`src/design/sepblur_pkg.sv`:
```
// Shared constants and types for the separable tent blur unit.
package sepblur_pkg;

    localparam int MAX_RADIUS_DEF = 8;
    localparam int MAX_WIDTH_DEF  = 1024;
    localparam int MAX_ROWS       = 4096;
    localparam int ROW_W          = 13;
    localparam int CH_N           = 4;

    localparam logic CMD_PIXEL = 1'b0;
    localparam logic CMD_DRAIN = 1'b1;

    typedef enum logic [1:0] {
        REG_RADIUS_X,
        REG_RADIUS_Y,
        REG_FRAME_WIDTH,
        REG_FRAME_HEIGHT
    } cfg_reg_t;

    typedef logic [CH_N-1:0][7:0] pixel_t;

    typedef struct packed {
        logic clear;
        logic shift;
    } cell_ctl_t;

endpackage

```
`src/design/sepblur_cell.sv`:
```
// One column cell: holds a vertical result and its weight, adds its share to a passing sum.
module sepblur_cell
    import sepblur_pkg::*;
#(
    parameter int SUM_W = 15,
    parameter int WW    = 4
)
(
    input  logic                       clk,
    input  logic                       rst_n,
    input  cell_ctl_t                  ctl,
    input  pixel_t                     pix_in,
    input  logic [WW-1:0]              wgt_in,
    input  logic [CH_N-1:0][SUM_W-1:0] psum_in,
    output pixel_t                     pix_out,
    output logic [WW-1:0]              wgt_out,
    output logic [CH_N-1:0][SUM_W-1:0] psum_out
);

    pixel_t                     pix_reg;
    logic [WW-1:0]              wgt_reg;
    logic [CH_N-1:0][SUM_W-1:0] psum_reg;
    logic [CH_N-1:0][SUM_W-1:0] psum_next;

    always_comb
    begin
        logic [WW+7:0] prod;
        for (int c = 0; c < CH_N; c++)
        begin
            prod         = (WW+8)'(wgt_reg) * (WW+8)'(pix_reg[c]);
            psum_next[c] = psum_in[c] + SUM_W'(prod);
        end
    end

    always_ff @(posedge clk or negedge rst_n)
    begin
        if (!rst_n)
        begin
            wgt_reg <= '0;
            pix_reg <= '0;
        end
        else if (ctl.clear)
        begin
            wgt_reg <= '0;
        end
        else if (ctl.shift)
        begin
            wgt_reg <= wgt_in;
            pix_reg <= pix_in;
        end
    end

    always_ff @(posedge clk)
    begin
        psum_reg <= psum_next;
    end

    assign pix_out  = pix_reg;
    assign wgt_out  = wgt_reg;
    assign psum_out = psum_reg;

endmodule

```
`config.mk`:
```
export PLATFORM = sky130hd
export DESIGN_NAME = sepblur_cell
export DESIGN_NICKNAME = d
export VERILOG_FILES = /design/src/design/sepblur_pkg.sv /design/src/design/sepblur_cell.sv
export SDC_FILE = /design/constraint.sdc
export NUM_CORES = 1
export LEC_CHECK = 0
export BUFFER_PORTS_ARGS = -buffer_cell sky130_fd_sc_hd__buf_2
export CAP_MARGIN = 20
export CORE_AREA = 4 4 140 142
export DETAILED_ROUTE_END_ITERATION = 10
export DIE_AREA = 0 0 144 146
export GPL_TIMING_DRIVEN = 0
export PLACE_DENSITY = 0.68
export SYNTH_ARGS = -nofsm -noshare
export SYNTH_HDL_FRONTEND = slang
export SYNTH_SLANG_ARGS = --single-unit
```
`constraint.sdc`:
```
create_clock -name clk -period 4.3 [get_ports clk]
set_input_delay 0.86 -clock clk [delete_from_list [all_inputs] [get_ports clk]]
set_output_delay 0.86 -clock clk [all_outputs]
set_load 0.02 [all_outputs]
```
## After elaboration in Yosys (flattened, before gate mapping)

Cells that the tools add are included.

- Add/sub/neg operators: 4
- $mul: 4
- Multiplexer cells: 2
- Bitwise gates (word level): 1
- Reduce and logical (&&, ||, !) cells: 2

Operators by type and width:

| operator | count |
|---|---|
| adder 15 x 12 -> 15 bit | 4 |
| multiplier 4 x 8 -> 12 bit | 4 |
| 2-to-1 mux 4 bit | 2 |
| AND reduction 2 bit | 1 |
| nonzero test 2 bit | 1 |
| NOT 1 bit | 1 |

- Register bits: 96
- Input port bits: 100
- Output and inout port bits: 96
- Logic and storage cells: 22

## Logic depth before layout (Yosys ltp)

Gate-level depths: netlist of the first run.

- Word-level depth: 2
- Depth in mapped cells: 15
- Mapped depth without buffers: 14

## Least setup slack after synthesis of the first run

OpenSTA, ideal clock, no wires.

- Path type: reg-to-reg
- From: reg wgt_reg[1], in the netlist wgt_out[1]
- To: reg psum_reg (netlist bit psum_out[14])
- Setup time: 0.134 ns
- Arrival: 3.901 ns
- Required time: 4.166 ns
- Slack: 0.266 ns
- Stages on the path, launching flop included: 14
- Path buffers: 1
- Period minus slack after synthesis: 4.034 ns
- Path through: dfrtp_1 -> clkbuf_1 -> nand2_1 -> fa_1 -> fa_1 -> fa_1 -> inv_1 -> ha_1 -> o21ai_0 -> nor2_1 -> o311a_1 -> o41a_1 -> nand4_1 -> o311ai_2

RTL lines:

| what | line | source |
|---|---|---|
| from (decl) | sepblur_cell.sv:21 | `logic [WW-1:0] wgt_reg;` |
| from (signal assigned) | sepblur_cell.sv:48 | `wgt_reg <= wgt_in;` |
| to (signal assigned) | sepblur_cell.sv:55 | `psum_reg <= psum_next;` |
| to (decl) | sepblur_cell.sv:22 | `logic [CH_N-1:0][SUM_W-1:0] psum_reg;` |

==> results of run 1 <==
[registers in the layout, indices dropped and copies added (netlist names)]
register,count
pix_out,32
psum_out,60
wgt_out,4
[cell type report]
class	instances	area, sq um
fill	1755	8651
multi-input combinational	555	5325
sequential	96	2105
timing repair buffer	194	970.9
inverter	185	694.4
tap	234	292.8
clock buffer	12	266.5
buffer	17	97.59
clock inverter	4	50.05
antenna	1	2.502
[routing by layer]
metal	GRT usage [%]	wire, um	up-vias
met1	23.44	8436	3017
met4	4.567	212	6
met5	0	34	-
met3	4.075	1041	19
met2	31.52	9070	141
li1	-	-	3069
[worst reg2reg max path: stages (launching register included)]
cell and delay, ns:
dfrtp_1 0.50, buf_2 0.33, and2_1 0.18, fa_1 0.43, fa_1 0.49, inv_1 0.05, fa_1 0.50, inv_1 0.04
ha_1 0.32, o21ai_0 0.09, nor2_1 0.09, o311a_1 0.33, o41a_1 0.43, nand4_1 0.13, o311ai_2 0.10
[power by group through the flow]
stage               registers [mW]  clock network (mW)  logic (mW)
finish                        1.26               0.868        1.68
global route                  1.30               0.931        1.90
CTS                           1.27               0.898        1.71
detailed placement            1.29                   0        1.70
global placement              1.28                   0        1.68
floorplan                     1.58                   0       0.884
[final timing paths]
kind / from / to
worst min register to register: pix_out[7]$_DFFE_PN0P_ / pix_out[7]$_DFFE_PN0P_
worst max register to register: wgt_out[3]$_DFFE_PN0P_ / psum_out[14]$_DFF_P_
min in group asynchronous: rst_n / pix_out[13]$_DFFE_PN0P_
worst max-delay path: wgt_out[3]$_DFFE_PN0P_ / psum_out[14]$_DFF_P_
max in group asynchronous: rst_n / wgt_out[2]$_DFFE_PN0P_
worst min-delay path: pix_out[7]$_DFFE_PN0P_ / pix_out[7]$_DFFE_PN0P_
[layout by cell type, fill, tap and decap left out, types with 15 or more instances in the layout]
cell type,n
buf_2,198
dfrtp_1,34
o21ai_0,26
inv_1,185
nor2_1,34
and2_1,112
xnor2_1,26
dfxtp_1,60
nand2_1,27
xor2_1,15
mux2_2,30
a21oi_1,31
fa_1,84
ha_1,88
[repair_timing]
| action | in CTS | in global routing |
|---|---|---|
| hold buffers | 0 | 0 |
| setup endpoints to repair | 11 | 11 |
| buffers inserted | 0 | 0 |
| resized for setup | 10 | 19 |
[cells by family (layout without fill, tap and decap cells)]
group | Yosys count | after routing
fa+ha+maj | 172 | 172
xor+xnor | 41 | 41
mux | 36 | 36
other cells | 0 | 1
simple gates | 203 | 203
flops | 96 | 96
compound gates | 103 | 103
buf+inv | 202 | 412
==> out/qor.yml, run 1 <==
run_status:
  status: "finished clean"
yosys:
  synthCells: 853
  synth-xor-area-share_pct: 4.388
  yosys_warnings: 0
  yosys.area.top_type: "fa_1"
  synth_top_family_by_area: "adder cells"
  ys_top_cells_by_area: "fa_1, dfxtp_1, ha_1"
  ys_top_cells_by_count: "inv_1, and2_1, ha_1"
  seq_area_frac_synth_pct: 25.68
  synth_cell_types: 44
  synthFlopType: "dfxtp_1"
  yosys.area_share.simple_pct: 13.64
  yosysTopAreaCellShare_pct: 20.55
  synth_fp_nets: 1125
  synth-seq-cells: 96
  synth_mux_area_share_pct: 4.892
  yosysMostFrequentCell: "inv_1"
  synth_edf_count: 0
  synth_adder_area_share_pct: 34.00
  synth_area_sq_um: 8184
  avgSynthCellArea_sq_um: 9.594
  synth_compound_area_share_pct: 8.087
  async_flop_share_pct: 37.50
floorplan:
  num_rows: 50
  initial_core_util_pct: 44.35
  chipHeight_um: 146
  pin_count: 196
  die_w_um: 144
  coreArea_sq_um: 18460
  die_area_sq_um: 21020
timing:
  rsz0062_at_grt: "false"
  period_needed_ns: 4.133
  maxSlewHeadroom_pct: 41.38
  fmax_mhz: 242.0
  clock_skew_ns: 0.007497
  finalSetupViolCount: 0
  fin_setup_tns_ns: 0
  drv_slew: 0
  fin_ws_ns: 0.1672
  holdWs_ns: 0.5969
  worst_pin_slew_ns: 0.8793
  fin_crit_sh_pct: 96.11
  finalHoldViolCount: 0
critical_path:
  regToRegSetupSlack_ns: 0.17
  crit_type: "flop to flop"
  crit_path_cell_trace: "buf_2 -> and2_1 -> fa_1 -> fa_1 -> inv_1 -> fa_1 -> inv_1 -> ha_1 -> o21ai_0 -> nor2_1 -> o311a_1 -> o41a_1 -> nand4_1 -> o311ai_2"
  start_kind: "flop"
  worst-endpoint-required_ns: 4.53
  crit_fanout: 10
  worstRegToRegCells: 14
  path_depth: 14
  crit_family: "adder cells"
  crit_top_cell: "fa_1"
  critPathBufInv: 3
  cp_slowest_stage_delay_ns: 0.50
  cp-end-kind: "flop"
  worst-endpoint-arrival_ns: 4.36
  slowest_stage: "dfrtp_1"
routing:
  vias_per_cell: 4.817
  remaining_drc_errors: 0
  dr.pass1.iters: 4
  wl_um: 18800
  initialDrtViolationCount: 225
  antenna_left: 0
  routedWlPerCell_um: 14.48
  vias: 6252
place:
  placed_area_sq_um: 9448
  placedCellCount: 1281
  pre_cts_ws_ns: -0.2538
  port_buffers: 194
  dp_hpwl_um: 15140
  gp_congestion: 0.8196
pwr:
  power_frac_clock_pct: 22.7
  seqPwrFrac_pct: 33.2
  comb_power_share_pct: 44.1
  p_int_mw: 2.332
  switching_power_mw: 1.483
  swShare_pct: 38.88
  p_leak_nw: 5.298
  finalPower_mw: 3.815
  p_per_area_nw_per_um2: 389.2
  peakVddDrop_mv: 0.2068
clock_tree:
  cts-root-buf: "clkbuf_16"
  clock-sinks: 96
  clk_pin_slew_worst_paths_ns: 0.07
  insertion_delay_ns: 0.35
  cts_tree: "built"
  cts_made_buffers: 9
  clk_path_buf_depth: 2
  htreeDepth: 3
hold_path:
  worstHoldPathCells: 1
  hp-class: "flop to flop"
finish:
  fin_cells: 1298
  areaGrowthSynthToFinish_pct: 19.80
  fin_area_sq_um: 9804
  drive_gt1_share_pct: 24.93
  nNetsFinal: 1330
  post-route-util_pct: 53.13
grt:
  grt_pass1_vias: 6467
  grtUsageTotal_pct: 18.40
  grt-ovfl-total: 0
  antenna_found_initial: 4
  grt_max_degree: 37
  grt_first_pass_wirelength_um: 30790
run:
  maxCapViolCount: 0
Power figures use the tool's default switching activity.
==> run 2, diff against run 1 <==
Settings changed: SETUP_SLACK_MARGIN from default to 0.2.
==> out/qor.yml, run 2 (synthesized netlist as in run 1, its figures left out) <==
timing:
  maxSlewHeadroom_pct: 42.90
  drv_slew: 0
  fin_ws_ns: 0.2977
  period_needed_ns: 4.002
  finalSetupViolCount: 0
  rsz0062_at_grt: "true"
  fin_crit_sh_pct: 93.08
  finalHoldViolCount: 0
  fmax_mhz: 249.9
  worst_pin_slew_ns: 0.8565
  clock_skew_ns: 0.006546
critical_path:
  worst-endpoint-required_ns: 4.53
  critPathBufInv: 3
  crit_family: "adder cells"
  cp-end-kind: "flop"
  crit_top_cell: "fa_1"
  slowest_stage: "fa_1"
  crit_path_cell_trace: "buf_4 -> and2_1 -> fa_1 -> fa_1 -> inv_1 -> fa_1 -> inv_1 -> ha_1 -> o21ai_0 -> nor2_1 -> o311a_1 -> o41a_1 -> nand4_1 -> o311ai_2"
  crit_fanout: 10
  start_kind: "flop"
  crit_type: "flop to flop"
  worst-endpoint-arrival_ns: 4.23
  cp_slowest_stage_delay_ns: 0.50
clock_tree:
  insertion_delay_ns: 0.35
  cts_tree: "built"
  clk_pin_slew_worst_paths_ns: 0.07
  cts-root-buf: "clkbuf_16"
  holdBufCountCts: 0
  htreeDepth: 3
  clock-sinks: 96
  cts_made_buffers: 9
  clk_path_buf_depth: 2
place:
  dp_hpwl_um: 15140
  gp_congestion: 0.8196
  port_buffers: 194
  placed_area_sq_um: 9448
  placedCellCount: 1281
  pre_cts_ws_ns: -0.2538
finish:
  fillers: 1752
  most-common-layout-cells: "buf_2, inv_1, and2_1"
  areaGrowthSynthToFinish_pct: 20.76
  drive_gt1_share_pct: 25.94
  fin_cells: 1303
  post-route-util_pct: 53.55
  fin_area_sq_um: 9883
  largest_register_ffs: 60
  regArea_sq_um: 2106
  multiInputGateArea_sq_um: 5349
  nNetsFinal: 1335
  mostFrequentLayoutCell: "buf_2"
floorplan:
  initial_core_util_pct: 44.35
  die_area_sq_um: 21020
  chipHeight_um: 146
  num_rows: 50
  pin_count: 196
  die_w_um: 144
  coreArea_sq_um: 18460
pwr:
  seqPwrFrac_pct: 33.0
  p_leak_nw: 5.330
  p_int_mw: 2.342
  power_frac_clock_pct: 22.6
  comb_power_share_pct: 44.4
  peakVddDrop_mv: 0.2116
  p_per_area_nw_per_um2: 387.5
  swShare_pct: 38.84
  finalPower_mw: 3.830
  switching_power_mw: 1.487
grt:
  grt_pass1_vias: 6474
  antenna_found_initial: 4
  grtUsageTotal_pct: 18.45
  grt_first_pass_wirelength_um: 30860
  grt-ovfl-total: 0
  grt_max_degree: 37
routing:
  routedWlPerCell_um: 14.41
  antenna_left: 0
  dr.pass1.iters: 4
  vias: 6268
  wl_um: 18770
  remaining_drc_errors: 0
  initialDrtViolationCount: 220
  vias_per_cell: 4.810
run:
  maxCapViolCount: 0
hold_path:
  hp-class: "flop to flop"
run_status:
  status: "finished clean"
## run 2: cell types whose count changed in the layout (fill, tap and decap cells not counted), sizes merged
cell,delta
buf,+7
clkbuf,-2
## run 2: worst register-to-register path, cell delays in order (launching register included)
cell and delay, ns:
dfrtp_2 0.44, buf_4 0.19, and2_1 0.17, fa_1 0.50, fa_1 0.49, inv_1 0.05
fa_1 0.50, inv_1 0.04, ha_1 0.33, o21ai_0 0.09, nor2_1 0.09, o311a_1 0.33
o41a_1 0.43, nand4_1 0.13, o311ai_2 0.10
## run 2: cell type report
class,count,share of cell area [%]
multi-input cells,555,54.12
flip-flops and latches,96,21.31
repair buffers,199,10.20
inverters,185,7.026
well taps,234,2.962
clock buffers,12,2.697
plain buffers,17,1.152
clock inverters,4,0.5064
diodes,1,0.02532
## run 2: through the flow
stage                     setup TNS (ns)  hold WS, ns
after global placement           -0.6335       0.5749
after CTS                              0       0.6058
after detailed placement         -0.7294       0.5896
final                                  0       0.5945
after global routing                   0       0.6438
after floorplan                        0       0.5644
## run 2: power by group through the flow
stage	combinational (mW)	clock, mW	sequential (mW)
CTS	1.72	0.898	1.27
global route	1.92	0.931	1.30
global placement	1.68	0	1.28
detailed placement	1.70	0	1.29
floorplan	0.884	0	1.58
finish	1.70	0.866	1.26
## run 2: final timing paths
| check | cells after the start | slack, ns | startpoint | end |
|---|---|---|---|---|
| setup / recovery | 14 | 0.30 | wgt_out[1]$_DFFE_PN0P_ | psum_out[14]$_DFF_P_ |
| min in group asynchronous | 1 | 0.61 | rst_n | pix_out[3]$_DFFE_PN0P_ |
| hold reg to reg | 2 | 0.59 | wgt_out[1]$_DFFE_PN0P_ | wgt_out[1]$_DFFE_PN0P_ |
| setup reg to reg | 14 | 0.30 | wgt_out[1]$_DFFE_PN0P_ | psum_out[14]$_DFF_P_ |
| hold / removal | 2 | 0.59 | wgt_out[1]$_DFFE_PN0P_ | wgt_out[1]$_DFFE_PN0P_ |
| max in group asynchronous | 1 | 3.08 | rst_n | wgt_out[3]$_DFFE_PN0P_ |
## run 2: what timing repair did
action                                  CTS  global route
endpoints found under the setup margin   20            14
resized for setup                        17            30
setup buffers                             0             5
endpoints found under the hold margin     0             0
## run 2: routing by layer
metal	wire length, um	global-route usage (%)	vias to the layer above
met5	41	0	-
li1	-	-	3084
met4	213	4.567	6
met2	9105	31.77	147
met1	8314	23.37	3012
met3	1096	4.075	19
==> run 3, diff against run 2 <==
Settings changed: CELL_PAD_IN_SITES_DETAIL_PLACEMENT from default to 0, CELL_PAD_IN_SITES_GLOBAL_PLACEMENT from default to 1, CORE_AREA 4 4 140 142 to 4 4 145 147, DIE_AREA 0 0 144 146 to 0 0 149 151, PLACE_DENSITY 0.68 to default, PLACE_DENSITY_LB_ADDON from default to 0.1.
==> out/qor.yml, run 3 (synthesized netlist as in run 1, its figures left out) <==
timing:
  holdWs_ns: 0.6038
  finalHoldViolCount: 0
  fin_crit_sh_pct: 91.79
  finalSetupViolCount: 0
  worst_pin_slew_ns: 0.9544
  maxSlewHeadroom_pct: 36.38
  period_needed_ns: 3.947
  fin_setup_tns_ns: 0
  fin_ws_ns: 0.3532
  rsz0062_at_grt: "false"
  drv_slew: 0
  fmax_mhz: 253.4
  clock_skew_ns: 0.005417
grt:
  grtUsageTotal_pct: 17.75
  antenna_found_initial: 4
  grt_max_degree: 37
  grt-ovfl-total: 0
  grt_pass1_vias: 6310
  grt_first_pass_wirelength_um: 31400
critical_path:
  crit_fanout: 10
  worst-endpoint-required_ns: 4.58
  crit_type: "flop to flop"
  worstRegToRegCells: 14
  regToRegSetupSlack_ns: 0.35
  worst-endpoint-arrival_ns: 4.23
  r2r-start: "wgt_out[2]$_DFFE_PN0P_"
  start_kind: "flop"
  r2r_end: "psum_out[42]$_DFF_P_"
  cp-end-kind: "flop"
finish:
  drive_gt1_share_pct: 26.12
  multiInputGateArea_sq_um: 5376
  fin_cells: 1339
  areaGrowthSynthToFinish_pct: 21.56
  fin_area_sq_um: 9948
  fillers: 2004
  post-route-util_pct: 49.97
  regArea_sq_um: 2106
  most-common-layout-cells: "buf_2, inv_1, and2_1"
  nNetsFinal: 1335
  mostFrequentLayoutCell: "buf_2"
  largest_register_ffs: 60
clock_tree:
  cts-root-buf: "clkbuf_16"
  clk_path_buf_depth: 2
  clk_pin_slew_worst_paths_ns: 0.07
  cts_tree: "built"
  clock-sinks: 96
  insertion_delay_ns: 0.35
  cts_made_buffers: 9
  htreeDepth: 3
routing:
  initialDrtViolationCount: 178
  vias_per_cell: 4.633
  remaining_drc_errors: 0
  dr.pass1.iters: 4
  wl_um: 19440
  routedWlPerCell_um: 14.52
  vias: 6204
  antenna_left: 0
pwr:
  finalPower_mw: 3.815
  p_leak_nw: 5.316
  peakVddDrop_mv: 0.1845
  p_per_area_nw_per_um2: 383.5
place:
  pre_cts_ws_ns: -0.2141
  placed_area_sq_um: 9493
  dp_hpwl_um: 15700
  placedCellCount: 1317
  port_buffers: 194
  gp_congestion: 0.8083
hold_path:
  worstHoldStart: "wgt_out[1]$_DFFE_PN0P_"
  hold_end: "wgt_out[1]$_DFFE_PN0P_"
  worstHoldPathCells: 2
  hp-class: "flop to flop"
floorplan:
  coreArea_sq_um: 19910
  initial_core_util_pct: 41.11
  die_area_sq_um: 22500
  num_rows: 52
  chipHeight_um: 151
  pin_count: 196
  die_w_um: 149
run_status:
  status: "finished clean"
run:
  maxCapViolCount: 0
run 3: layout make-up:
type,count,share of cell area (%)
repair buffers,199,10.14
clock inverters,4,0.2515
well taps,270,3.396
clock buffers,12,2.792
flip-flops and latches,96,21.17
multi-input cells,555,54.04
inverters,185,6.980
plain buffers,17,1.207
diodes,1,0.02515
run 3: how the worst max path moves through the flow:
| stage | from | slack (ns) | end | cells after the start |
|---|---|---|---|---|
| finish | wgt_out[2]$_DFFE_PN0P_ | 0.35 | psum_out[42]$_DFF_P_ | 14 |
| global route | wgt_out[1]$_DFFE_PN0P_ | 0.21 | psum_out[14]$_DFF_P_ | 14 |
| CTS | wgt_out[1]$_DFFE_PN0P_ | 0.19 | psum_out[14]$_DFF_P_ | 13 |
| detailed placement | wgt_out[3]$_DFFE_PN0P_ | -0.21 | psum_out[14]$_DFF_P_ | 13 |
| global placement | wgt_out[3]$_DFFE_PN0P_ | -0.14 | psum_out[14]$_DFF_P_ | 13 |
| floorplan | wgt_out[1]$_DFFE_PN0P_ | 0.27 | psum_out[14]$_DFF_P_ | 13 |
run 3: worst max-delay path, stage by stage (launching register included):
cell and delay, ns:
dfrtp_2 0.48, clkbuf_4 0.21, and2_1 0.16, fa_1 0.47, fa_1 0.49, inv_1 0.05, fa_1 0.47, inv_1 0.04
ha_1 0.34, a21o_1 0.19, a21oi_1 0.22, a21oi_1 0.14, o21a_1 0.22, o31ai_2 0.22, xnor2_1 0.14
run 3: timing repair:
action,CTS,global route
gates resized for setup,19,30
buffers inserted,0,5
endpoints found under the setup margin,19,12
hold buffers,0,0
pin swaps,0,2
run 3: metal layers:
metal  track usage [%]  wire length [um]  share of wire (%)
met5                 0                28               0.14
met1             23.94              8965                 46
met4             6.178               420                2.2
met3             3.621              1079                5.5
met2             28.54              8948                 46
run 3: power breakdown:
part	total, mW	internal, mW	switching [mW]
registers	1.27	1.14	0.125
logic	1.72	0.709	1.01
clock network	0.827	0.458	0.370
