--- src/design/sepblur_pkg.sv ---
// Shared constants and types for the separable tent blur unit.
package sepblur_pkg;

    localparam int MAX_RADIUS_DEF = 8;
    localparam int MAX_WIDTH_DEF  = 1024;
    localparam int MAX_ROWS       = 4096;
    localparam int ROW_W          = 13;
    localparam int CH_N           = 4;

    localparam logic CMD_PIXEL = 1'b0;
    localparam logic CMD_DRAIN = 1'b1;

    typedef enum logic [1:0] {
        REG_RADIUS_X,
        REG_RADIUS_Y,
        REG_FRAME_WIDTH,
        REG_FRAME_HEIGHT
    } cfg_reg_t;

    typedef logic [CH_N-1:0][7:0] pixel_t;

    typedef struct packed {
        logic clear;
        logic shift;
    } cell_ctl_t;

endpackage

--- src/design/sepblur_div.sv ---
// Four-lane restoring divider, one quotient bit per cycle.
module sepblur_div
    import sepblur_pkg::*;
#(
    parameter int SUM_W = 15,
    parameter int NUM_W = 7
)
(
    input  logic                           clk,
    input  logic                           rst_n,
    input  logic                           start,
    input  logic [CH_N-1:0][SUM_W-1:0]     dividend,
    input  logic [NUM_W-1:0]               divisor,
    output logic                           done,
    output pixel_t                         quotient
);

    localparam int CNT_W = $clog2(SUM_W + 1);

    logic                       busy_reg;
    logic                       done_reg;
    logic [CNT_W-1:0]           cnt_reg;
    logic [NUM_W-1:0]           dvs_reg;
    logic [CH_N-1:0][NUM_W-1:0] rem_reg;
    logic [CH_N-1:0][NUM_W-1:0] rem_next;
    logic [CH_N-1:0][SUM_W-1:0] q_reg;
    logic [CH_N-1:0][SUM_W-1:0] q_next;

    always_comb
    begin
        logic [NUM_W:0] trial;
        for (int c = 0; c < CH_N; c++)
        begin
            trial = {rem_reg[c], q_reg[c][SUM_W-1]};
            if (trial >= {1'b0, dvs_reg})
            begin
                rem_next[c] = NUM_W'(trial - {1'b0, dvs_reg});
                q_next[c]   = {q_reg[c][SUM_W-2:0], 1'b1};
            end
            else
            begin
                rem_next[c] = trial[NUM_W-1:0];
                q_next[c]   = {q_reg[c][SUM_W-2:0], 1'b0};
            end
        end
    end

    always_ff @(posedge clk or negedge rst_n)
    begin
        if (!rst_n)
        begin
            busy_reg <= 1'b0;
            done_reg <= 1'b0;
            cnt_reg  <= '0;
        end
        else
        begin
            done_reg <= !start && busy_reg && (cnt_reg == CNT_W'(SUM_W - 1));
            if (start)
            begin
                busy_reg <= 1'b1;
                cnt_reg  <= '0;
            end
            else if (busy_reg)
            begin
                cnt_reg <= cnt_reg + 1'b1;
                if (cnt_reg == CNT_W'(SUM_W - 1))
                begin
                    busy_reg <= 1'b0;
                end
            end
        end
    end

    always_ff @(posedge clk)
    begin
        if (start)
        begin
            dvs_reg <= divisor;
            rem_reg <= '0;
            q_reg   <= dividend;
        end
        else if (busy_reg)
        begin
            rem_reg <= rem_next;
            q_reg   <= q_next;
        end
    end

    assign done = done_reg;

    always_comb
    begin
        for (int c = 0; c < CH_N; c++)
        begin
            quotient[c] = q_reg[c][7:0];
        end
    end

endmodule

--- config.mk ---
export PLATFORM = sky130hd
export DESIGN_NAME = sepblur_div
export DESIGN_NICKNAME = d
export VERILOG_FILES = /design/src/design/sepblur_pkg.sv /design/src/design/sepblur_div.sv
export SDC_FILE = /design/constraint.sdc
export NUM_CORES = 1
export LEC_CHECK = 0
export ABC_CLOCK_PERIOD_IN_PS = 3050
export BUFFER_PORTS_ARGS = -buffer_cell sky130_fd_sc_hd__buf_4
export CORE_UTILIZATION = 58
export CTS_BUF_LIST = sky130_fd_sc_hd__clkbuf_16
export DETAILED_ROUTE_END_ITERATION = 12
export HOLD_SLACK_MARGIN = 0.03
export PLACE_DENSITY = 0.81
export RECOVER_POWER = 100
export SETUP_SLACK_MARGIN = 0.02
export SLEW_MARGIN = 20
export SYNTH_ARGS = -nofsm -noshare
export SYNTH_HDL_FRONTEND = slang
export SYNTH_SLANG_ARGS = --single-unit
--- constraint.sdc ---
create_clock -name clk -period 3.05 [get_ports clk]
set_input_delay 0.305 -clock clk [delete_from_list [all_inputs] [get_ports clk]]
set_output_delay 0.305 -clock clk [all_outputs]
set_load 0.05 [all_outputs]
Word level (Yosys, flattened, before mapping)
Cells that the tools add are included.
{"block": "word_totals", "register_bits": 101, "latch_bits": 0, "ram_bits": 0, "mem_bits_ro": 0, "in_bits": 70, "out_inout_bits": 33, "memories": 0}
{"block": "classes", "add_sub_neg": 5, "n_mul": 0, "n_div": 0, "n_lt_le_gt_ge": 4, "eq_ne": 1, "n_shift": 0, "n_mux": 15, "bitwise": 0, "n_reduce_logical": 4}
{"cell": "2-to-1 mux 60 bit", "n": 2}
{"cell": "greater-or-equal comparator 8 x 7 -> 1 bit", "n": 4}
{"cell": "2-to-1 mux 7 bit", "n": 4}
{"cell": "subtractor 7 bit", "n": 4}
{"cell": "2-to-1 mux 4 bit", "n": 2}
{"cell": "2-to-1 mux 1 bit", "n": 7}
{"cell": "adder 4 x 1 -> 4 bit (second input constant)", "n": 1}
{"cell": "equality test 4 bit (second input constant)", "n": 1}
{"cell": "logical AND 1 bit", "n": 2}
{"cell": "nonzero test 2 bit", "n": 1}
{"cell": "logical NOT 1 bit", "n": 1}

Depth between registers and ports, before layout
Gate-level depths: netlist (run 1).
{"block": "logic_depth", "depth_word": 4, "ltp_mapped": 8, "mapped_depth_nobuf": 7}

Worst setup path after synthesis (run 1)
Ideal clock, no wire load.
{"block": "synth_path", "path_type": "register to register", "startpoint": "register dvs_reg[0]", "endpoint": "register rem_reg[17] (netlist bit)", "setup_ps": 115, "arrival_ps": 1998, "path_slack_ps": 936, "stages_incl_launch_ff": 7, "n_path_buf": 0, "cell_sequence": "edfxtp_1 -> ha_1 -> fa_1 -> nand2b_2 -> a211o_4 -> a41o_1 -> a31o_1"}
{"block": "synth_between", "elab_chain_cells": 2}
{"item": "start: declaration", "line": "sepblur_div.sv:23", "source": "logic [NUM_W-1:0] dvs_reg;"}
{"item": "start signal: assignment", "line": "sepblur_div.sv:79", "source": "dvs_reg <= divisor;"}
{"item": "subtractor 7 bit / greater-or-equal comparator 8 x 7 -> 1 bit (equally long branches)", "line": "sepblur_div.sv:37, sepblur_div.sv:35"}
{"item": "2-to-1 mux 7 bit *", "line": "sepblur_div.sv:35", "source": "if (trial >= {1'b0, dvs_reg})"}
{"item": "end signal: assignment", "line": "sepblur_div.sv:85", "source": "rem_reg <= rem_next;"}
{"item": "end: declaration", "line": "sepblur_div.sv:24", "source": "logic [CH_N-1:0][NUM_W-1:0] rem_reg;"}
Every way passes the cells marked *; elsewhere a longest branch is shown, timed or not.
A chain may end at the register's enable or synchronous reset.

Worst setup path after layout (run 1)
{"block": "layout_path", "startpoint": "register dvs_reg[0]", "endpoint": "register rem_reg[0] (netlist bit)"}
Same word-level chain as after synthesis.

==> reports/metrics.yaml, run 1 <==
max-slew-margin-rel_pct: -9.20
power_density_mw_per_mm2: 783
post_cts_buffers: 0
grt_max_degree: 74
drive_gt1_share_pct: 25.4
slew_violations: 74
ir_drop_mv: 0.718
largest_register_ffs: 32
dieArea_mm2: 0.0116
final_cells: 798
min_path_cells: 1
wl_per_cell_um: 18.1
antennaDiodeCount: 0
rsz0062_at_grt: "no"
row_count: 38
ys_seq_area_share_pct: 42.0
reg2reg_depth: 6
dp_hpwl_um: 10400
ios: 103
clockBufferDepth: 2
worstPathArrival_ps: 2820
required_ps: 3290
finalSetupViolCount: 0
cts.sinks: 101
htreeDepth: 3
postSynthCellCount: 599
dp_cells: 781
fin_crit_ps: 2580
via_count: 4867
start_kind: "flop"
whs_ps: 152
max_cap_viol_count: 1
synth_cell_types: 62
worst_pin_slew_ps: 1640
crit_chain: "ha_1 > fa_1 > nand2b_1 > a211oi_1 > nor3_1 > o311ai_0"
cts_inserted_buffers: 9
core-area_mm2: 0.0109
cts_tree: "built"
port_buffers: 102
dr.pass1.iters: 5
ys_warn_count: 0
postRouteAntennaNets: 0
postSynthAreaPerCell_um2: 10.8
cts_root_buf: "clkbuf_16"
netlist_area_mm2: 0.00648
path_delay_family: "compound AO/OA/AOI/OAI gates"
crit_path_top_delay_cell: "a211oi_1"
gp_congestion: 0.917
max_freq_mhz: 388
ys_ff_latch: 101
start_util_pct: 59.6
drt_iter0_drc: 439
routed_wl_um: 14500
globalRoute.totalOverflow: 0
post-route-drc-count: 0
ys.flop_type: "edfxtp_1"
r2r_slack_ps: 470
end_kind: "flop"
min_path_type: "in2reg"
finClkSkew_ps: 9.66
chipHeight_um: 108
synthesis.nets: 703
crit_cells: 6
crit_buf_inv: 0
status: "finished, violations left"
crit_fanout: 4
grt_pass1_wl_um: 23700
critical_path_class: "reg2reg"
cp_slowest_stage_delay_ps: 500
syn_to_final_growth_pct: 10.4
post-route-period-util_pct: 84.5
antenna_found_initial: 0
worstSkewPairLatency_ps: 350
async_reset_ff_share_pct: 5.94
die_w_um: 108
path_clk_slew_ps: 70
nNetsFinal: 757
grt_pass1_vias: 4848
hold_viol: 0
synth_edf_count: 67
post-route-util_pct: 65.8
p_leak_nw: 2.85
track_usage_pct: 26.7
failed_checks: "max-capacitance violations, max-slew violations"
p_total_mw: 5.61
vias_per_cell: 6.10
tns_ps: 0
[cell usage in the layout (no fill, tap or decap), drive strengths merged, types with 3 or more instances in the layout]
master	netlist	routed
edfxtp	67	67
or2	8	8
xnor2	8	8
a211oi	12	12
a41oi	14	14
nor2b	11	11
o22a	3	3
ha	30	30
nor3b	24	24
fa	4	4
nand2b	16	16
a21oi	3	3
buf	56	63
or3b	7	7
nor3	6	6
xor2	3	3
o2111a	4	4
clkbuf	10	54
nor2	46	46
mux2	58	58
a311o	4	4
inv	25	30
or3	3	3
nand4	11	11
a311oi	10	10
o21ai	14	14
nand3	11	11
mux2i	3	3
a21o	4	4
a211o	4	4
o31ai	13	13
dfrtp	6	6
o311ai	9	9
dfxtp	28	28
nand2	32	32
o21a	5	5
and2	4	4
[metrics by stage]
stage / area (um2) / setup slack, ps
2_1_floorplan: 6480 / 936
3_3_place_gp: 7070 / 821
3_5_place_dp: 7070 / 772
4_1_cts: 7350 / 745
5_1_grt: 7160 / 311
6_report: 7160 / 472
[path summary, 6_finish.rpt]
kind / endpoint / startpoint
setup / recovery: rem_reg[0]$_SDFFE_PP0P_ / dvs_reg[0]$_DFFE_PP_
hold / removal: dvs_reg[3]$_DFFE_PP_ / divisor[3]
setup reg to reg: rem_reg[0]$_SDFFE_PP0P_ / dvs_reg[0]$_DFFE_PP_
hold reg to reg: rem_reg[9]$_SDFFE_PP0P_ / rem_reg[9]$_SDFFE_PP0P_
max in group asynchronous: busy_reg$_DFF_PN0_ / rst_n
min in group asynchronous: cnt_reg[2]$_DFFE_PN0P_ / rst_n
[per-layer routing]
layer / up-vias / global-route usage, % / wire [um]
li1: 2322 / - / -
met1: 2339 / 33.9 / 6270
met4: 0 / 10.1 / 316
met3: 26 / 7.38 / 1090
met2: 180 / 43.1 / 6800
met5: - / 0 / 0
[cell families after synthesis]
kind of cell	Yosys count	share of synthesized area [%]
xor gates and xnor gates	11	1.49
AOI/OAI and AO/OA	114	14.7
buffers and inverters	91	7.91
muxes	61	10.5
adders and majority gates	34	7.02
and+or+nand+nor	187	16.3
DFF	101	42.0
[synth_stat cells (3+ instances only)]
| cell type | number | area (um2) |
|---|---|---|
| a211oi_2 | 8 | 100 |
| mux2i_1 | 3 | 30.0 |
| o31ai_1 | 13 | 97.6 |
| o311ai_1 | 8 | 70.1 |
| nand3_1 | 7 | 35.0 |
| nor2_1 | 46 | 173 |
| nand3_2 | 3 | 30.0 |
| xnor2_1 | 8 | 70.1 |
| nor2b_1 | 11 | 68.8 |
| buf_4 | 33 | 248 |
| a311oi_1 | 10 | 87.6 |
| or3b_2 | 7 | 61.3 |
| nand2_1 | 32 | 120 |
| o2111a_1 | 4 | 45.0 |
| inv_1 | 25 | 93.8 |
| a21o_1 | 4 | 30.0 |
| a211oi_1 | 4 | 30.0 |
| buf_6 | 3 | 33.8 |
| dfxtp_1 | 28 | 561 |
| mux2_2 | 58 | 653 |
| and2_1 | 4 | 25.0 |
| buf_2 | 20 | 100 |
| nor3_1 | 4 | 20.0 |
| ha_1 | 30 | 375 |
| or3_1 | 3 | 18.8 |
| o21ai_1 | 4 | 20.0 |
| nor3b_1 | 24 | 180 |
| nand4_1 | 11 | 68.8 |
| nand2b_1 | 15 | 93.8 |
| o21a_1 | 5 | 37.5 |
| o22a_1 | 3 | 26.3 |
| a41oi_1 | 14 | 123 |
| xor2_1 | 3 | 26.3 |
| o21ai_0 | 10 | 50.1 |
| edfxtp_1 | 67 | 2010 |
| or2_2 | 6 | 37.5 |
| clkbuf_1 | 10 | 37.5 |
| a311o_1 | 4 | 40.0 |
| fa_1 | 4 | 80.1 |
| a21oi_1 | 3 | 15.0 |
| a211o_1 | 3 | 26.3 |
| dfrtp_1 | 6 | 150 |
[power breakdown]
group	internal (mW)	switching (mW)
sequential	1.77	0.212
clock	0.558	0.530
combinational	1.02	1.51
[repair_timing]
| action | in CTS | in global routing |
|---|---|---|
| hold buffers | 1 | 0 |
| endpoints found under the hold margin | 6 | 0 |
| resized for setup | 0 | 0 |
[layout make-up]
type,count,area (um2)
Timing Repair Buffer,109,684
Sequential cell,101,2720
Clock buffer,9,225
Inverter,25,93.8
Fill cell,873,3730
Tap cell,140,175
Multi-Input combinational cell,407,3210
Clock inverter,7,50.0
Power figures use the tool's default switching activity.
==> run 2, diff against run 1 <==
Settings changed: ABC_CLOCK_PERIOD_IN_PS 3050 to 2400.
Clock period 3.05 ns to 2.4 ns, I/O delays scaled along.
==> run 2 against run 1 <==
Against the previous run: the run now ends clean; combinational power grew 29%; first-iteration DRC count shrank 5.0%; total power grew 30%; critical path type unchanged; global-route usage shrank 0.88 points; fmax grew 11%; register-to-register slack lost 390 ps; non-clock buffer count grew 4.
==> reports/metrics.yaml, run 2 (same netlist as run 1, synthesis figures left out) <==
rsz0062_at_grt: "no"
ios: 103  # unchanged
grt_pass1_vias: 4887  # +0.80%
swShare_pct: 39.4  # -0.75 points
required_ps: 2650  # -640 ps
crit_buf_inv: 0  # unchanged
vias_per_cell: 6.07  # -0.52%
die_w_um: 108  # unchanged
drt_iter0_drc: 417  # -5.0%
finClkSkew_ps: 8.54  # -1.12 ps
dp_hpwl_um: 10300  # -1.4%
p_sw_mw: 2.88  # +28%
finalSetupViolCount: 0  # unchanged
end_kind: "flop"
tns_ps: 0  # unchanged
postRouteAntennaNets: 0  # unchanged
max_freq_mhz: 431  # +11%
rr_startpoint: "dvs_reg[0]$_DFFE_PP_"
track_usage_pct: 25.8  # -0.88 points
drive_gt1_share_pct: 26.6  # +1.2 points
cts_tree: "built"
htreeDepth: 3  # unchanged
ir_drop_mv: 0.728  # +1.4%
min_path_type: "in2reg"
postCtsResizedCells: 0  # unchanged
dr.pass1.iters: 5  # unchanged
share_comb_of_total_power_pct: 44.7  # -0.5 points
gp_congestion: 0.940  # +2.5%
fin_crit_ps: 2320  # -256 ps
max-slew-margin-rel_pct: 19.1  # +28 points
power.internal_mw: 4.43  # +32%
crit_chain: "ha_1 > fa_1 > nand2b_1 > a211o_1 > a41o_1 > a31o_1"
power_density_mw_per_mm2: 1010  # +28%
crit_fanout: 6  # +2
start_kind: "flop"
core-area_mm2: 0.0109  # unchanged
post-route-period-util_pct: 96.7  # +12 points
routed_wl_um: 14000  # -3.2%
cts_root_buf: "clkbuf_16"
max_cap_viol_count: 0  # -1
layout_common_cells: "edfxtp_1 (67), buf_4 (66), mux2_2 (58)"
final_common_cell: "edfxtp_1"
antenna_found_initial: 0  # unchanged
fill_cells: 838  # -4.0%
wl_per_cell_um: 17.5  # -3.7%
cts_inserted_buffers: 9  # unchanged
whs_ps: 84.7  # -66.9 ps
critical_path_class: "reg2reg"
chipHeight_um: 108  # unchanged
p_leak_nw: 2.89  # +1.6%
path_clk_slew_ps: 70  # about the same
worst_pin_slew_ps: 1210  # -425 ps
status: "finished clean"
path_delay_family: "compound AO/OA/AOI/OAI gates"
cts.sinks: 101  # unchanged
grt_max_degree: 61  # -18%
crit_start: "dvs_reg[0]$_DFFE_PP_"
clkPwrFrac_pct: 21.0  # +1.6 points
clockBufferDepth: 2  # unchanged
placed_cell_area_mm2: 0.00711  # +0.60%
cp_slowest_stage_delay_ps: 480  # -20 ps
crit_path_top_delay_cell: "edfxtp_1"
nNetsFinal: 761  # +0.53%
worstSkewPairLatency_ps: 350  # about the same
dieArea_mm2: 0.0116  # unchanged
via_count: 4866  # -0.021%
post-route-drc-count: 0  # unchanged
largest_register_ffs: 32  # unchanged
port_buffers: 102  # unchanged
worstPathArrival_ps: 2570  # -250 ps
grt_pass1_wl_um: 23300  # -1.8%
row_count: 38  # unchanged
slew_violations: 0  # -100%
globalRoute.totalOverflow: 0  # unchanged
holdCritStartpoint: "divisor[5]"
p_seq_share_pct: 34.3  # -1.1 points
hold_viol: 0  # unchanged
antennaDiodeCount: 0  # unchanged
start_util_pct: 59.6  # unchanged
syn_to_final_growth_pct: 12.1
stdcell_area_mm2: 0.00727  # +1.5%
-- run 2: changes by cell type in the layout (fill, tap and decap cells not counted), sizes merged --
cell	before	now
clkinvlp	1	0
clkinv	1	3
bufinv	0	1
inv	30	28
buf	63	67
-- run 2: layer usage --
| metal | track usage, % | vias to the layer above | routed length, um |
|---|---|---|---|
| li1 | - | 2348 | - |
| met3 | 7.02 | 24 | 1060 |
| met1 | 32.5 | 2314 | 5970 |
| met5 | 0 | - | 0 |
| met2 | 41.6 | 180 | 6690 |
| met4 | 11.0 | 0 | 297 |
-- run 2: worst paths after layout --
check	depth (start not counted)	to	slack, ps
min reg2reg	2	rem_reg[16]$_SDFFE_PP0P_	520
max	6	rem_reg[17]$_SDFFE_PP0P_	80
min	1	dvs_reg[5]$_DFFE_PP_	80
max in group asynchronous	2	busy_reg$_DFF_PN0_	1880
min in group asynchronous	2	cnt_reg[2]$_DFFE_PN0P_	290
max reg2reg	6	rem_reg[17]$_SDFFE_PP0P_	80
-- run 2: timing repair --
item	in CTS	in global routing
hold endpoints to repair	6	0
buffers inserted	0	0
hold buffers	1	0
-- run 2: worst register-to-register path: stages (launching register included) --
cell	delay (ps)
edfxtp_1	480
ha_1	270
fa_1	380
nand2b_1	230
a211o_1	400
a41o_1	280
a31o_1	180
-- run 2: cell type report --
| class | count | area [um2] | area share, % |
|---|---|---|---|
| Multi-Input combinational cell | 407 | 3230 | 44.5 |
| Sequential cell | 101 | 2720 | 37.5 |
| Timing Repair Buffer | 113 | 726 | 9.98 |
| Clock buffer | 9 | 225 | 3.10 |
| Tap cell | 140 | 175 | 2.41 |
| Inverter | 25 | 93.8 | 1.29 |
| Clock inverter | 7 | 92.6 | 1.27 |
-- run 2: power groups by stage --
stage	Clock, mW	Combinational [mW]	Sequential [mW]
6_report	1.53	3.27	2.51
3_5_place_dp	0	3.33	2.54
4_1_cts	1.56	3.36	2.51
5_1_grt	1.62	3.57	2.56
3_3_place_gp	0	3.23	2.53
2_1_floorplan	0	2.77	2.44
-- run 2: through the flow --
| stage | instances | utilization, % | total power [mW] | setup WS [ps] |
|---|---|---|---|---|
| 3_3_place_gp | 785 | 65.3 | 5.76 | 215 |
| 5_1_grt | 802 | 66.8 | 7.75 | 24.8 |
| 6_report | 802 | 66.8 | 7.31 | 78.1 |
| 3_5_place_dp | 785 | 65.3 | 5.87 | 137 |
| 4_1_cts | 802 | 68.3 | 7.43 | 138 |
| 2_1_floorplan | 599 | - | 5.21 | 286 |
==> run 3, diff against run 2 <==
Settings changed: SETUP_SLACK_MARGIN 0.02 to 0.2.
==> run 3 against run 2 <==
Against the previous run: worst hold slack better by 1.6 ps; utilization increased by 0.64 points; die area is the same; flip-flop and latch count is the same; clock power about the same; final area rose by 0.96%; wire length grew 2.7%; sequential power is essentially flat; worst setup slack gained 78 ps; non-clock buffer count increased by 2; largest power group unchanged; count of clock-buffer cells in the layout unchanged.
==> reports/metrics.yaml, run 3 (same netlist as run 1, synthesis figures left out) <==
worstSkewPairLatency_ps: 350  # about the same
gp_congestion: 0.940  # unchanged
p_sw_mw: 2.97  # +2.9%
finalSetupViolCount: 0  # unchanged
min_path_cells: 1  # unchanged
required_ps: 2650  # about the same
antennaDiodeCount: 0  # unchanged
port_buffers: 102  # unchanged
layout_common_cells: "buf_4 (68), edfxtp_1 (67), mux2_2 (58)"
routed_wl_um: 14400  # +2.7%
core-area_mm2: 0.0109  # unchanged
fin_crit_ps: 2240  # -77.9 ps
dp_hpwl_um: 10300  # unchanged
dr.pass1.iters: 6  # +1
die_w_um: 108  # unchanged
wl_per_cell_um: 17.9  # +2.4%
post-route-period-util_pct: 93.5  # -3.2 points
cts_root_buf: "clkbuf_16"
critical_path_class: "reg2reg"
clkPwrFrac_pct: 20.6  # -0.4 points
cts.sinks: 101  # unchanged
clockBufferDepth: 2  # unchanged
post-route-drc-count: 0  # unchanged
max_freq_mhz: 446  # +3.5%
hold_viol: 0  # unchanged
start_util_pct: 59.6  # unchanged
finClkSkew_ps: 7.35  # -1.19 ps
postRouteAntennaNets: 0  # unchanged
rr_startpoint: "dvs_reg[0]$_DFFE_PP_"
slew_violations: 0  # unchanged
crit_fanout: 6  # unchanged
end_kind: "flop"
antenna_found_initial: 0  # unchanged
tns_ps: 0  # unchanged
reg2reg_depth: 6  # unchanged
power.internal_mw: 4.48  # +1.1%
nNetsFinal: 763  # +0.26%
row_count: 38  # unchanged
vias_per_cell: 6.14  # +1.1%
htreeDepth: 3  # unchanged
p_seq_share_pct: 33.8  # -0.5 points
largest_register_ffs: 32  # unchanged
final_common_cell: "buf_4"
hold_path_end: "dvs_reg[5]$_DFFE_PP_"
path_clk_slew_ps: 70  # about the same
track_usage_pct: 26.2  # +0.38 points
p_leak_nw: 2.92  # +0.94%
cts_inserted_buffers: 9  # unchanged
power_density_mw_per_mm2: 1010  # +0.83%
grt_max_degree: 61  # unchanged
drive_gt1_share_pct: 28.6  # +2.0 points
dieArea_mm2: 0.0116  # unchanged
fill_cells: 824  # -1.7%
ir_drop_mv: 0.732  # +0.44%
reg2reg_to: "rem_reg[17]$_SDFFE_PP0P_"
globalRoute.totalOverflow: 0  # unchanged
share_comb_of_total_power_pct: 45.7  # +1.0 points
holdCritStartpoint: "divisor[5]"
worstPathArrival_ps: 2490  # -80 ps
worst_pin_slew_ps: 1200  # -14.5 ps
rsz0062_at_grt: "yes"
drt_iter0_drc: 366  # -12%
status: "finished clean"
via_count: 4934  # +1.4%
cts_tree: "built"
grt_pass1_wl_um: 23700  # +1.6%
grt_pass1_vias: 4948  # +1.2%
syn_to_final_growth_pct: 13.2
start_kind: "flop"
swShare_pct: 39.8  # +0.41 points
max-slew-margin-rel_pct: 20.1  # +0.97 points
min_path_type: "in2reg"
r2r_slack_ps: 160  # +80 ps
max_cap_viol_count: 0  # unchanged
ios: 103  # unchanged
chipHeight_um: 108  # unchanged
p_total_mw: 7.44  # +1.8%
## run 3: cell count changes in the layout (fill, tap and decap cells not counted), sizes merged
cell,before,now
clkbuf,54,55
buf,67,68
## run 3: routing by layer
layer	share of wire [%]	GRT usage, %	vias to the layer above
met2	48	42.1	185
li1	-	-	2350
met3	7.3	7.75	37
met1	42	32.3	2362
met4	2.7	12.0	0
met5	0	0	-
## run 3: stage by stage
| stage | util, % | std cells | setup slack (ps) | hold slack (ps) | cell area (um2) |
|---|---|---|---|---|---|
| after detailed placement | 65.3 | 785 | 137 | 49.7 | 7110 |
| after CTS | 68.8 | 802 | 202 | 56.4 | 7490 |
| after global routing | 67.4 | 804 | 97.9 | 76.6 | 7340 |
| after global placement | 65.3 | 785 | 215 | 47.9 | 7110 |
| after floorplan | - | 599 | 286 | -55.6 | 6480 |
| final | 67.4 | 804 | 156 | 86.3 | 7340 |
## run 3: worst max-delay path, stage by stage, from the launching register on
cell and delay, ps:
edfxtp_1 490, ha_1 270, fa_2 360, nand2b_4 170, a211o_1 400, a41o_1 280
a31o_1 180
## run 3: repair_timing
item | in CTS | in global routing
hold buffers | 1 | 0
gates resized for setup | 11 | 19
buffers inserted | 0 | 2
hold endpoints to repair | 6 | 0
setup endpoints to repair | 17 | 29
pin swaps | 0 | 5
## run 3: how the worst max path moves through the flow
stage,start,slack [ps],to
floorplan,dvs_reg[0]$_DFFE_PP_,290,rem_reg[17]$_SDFFE_PP0P_
global placement,dvs_reg[0]$_DFFE_PP_,220,rem_reg[17]$_SDFFE_PP0P_
detailed placement,dvs_reg[0]$_DFFE_PP_,140,rem_reg[11]$_SDFFE_PP0P_
CTS,dvs_reg[4]$_DFFE_PP_,200,quotient[0]$_DFFE_PP_
global route,dvs_reg[6]$_DFFE_PP_,100,quotient[8]$_DFFE_PP_
finish,dvs_reg[0]$_DFFE_PP_,160,rem_reg[17]$_SDFFE_PP0P_
## run 3: area by class of cell
class / instances / area [um2] / share of cell area (%)
clock buffer: 9 / 225 / 3.07
inverter: 25 / 93.8 / 1.28
timing repair buffer: 115 / 726 / 9.89
sequential: 101 / 2720 / 37.1
multi-input combinational: 407 / 3300 / 45.0
clock inverter: 7 / 92.6 / 1.26
tap: 140 / 175 / 2.39
## run 3: power by group through the flow
stage | combinational [mW] | sequential (mW) | clock (mW)
global placement | 3.23 | 2.53 | 0
floorplan | 2.77 | 2.44 | 0
detailed placement | 3.33 | 2.54 | 0
finish | 3.40 | 2.51 | 1.53
CTS | 3.42 | 2.51 | 1.56
global route | 3.69 | 2.56 | 1.62
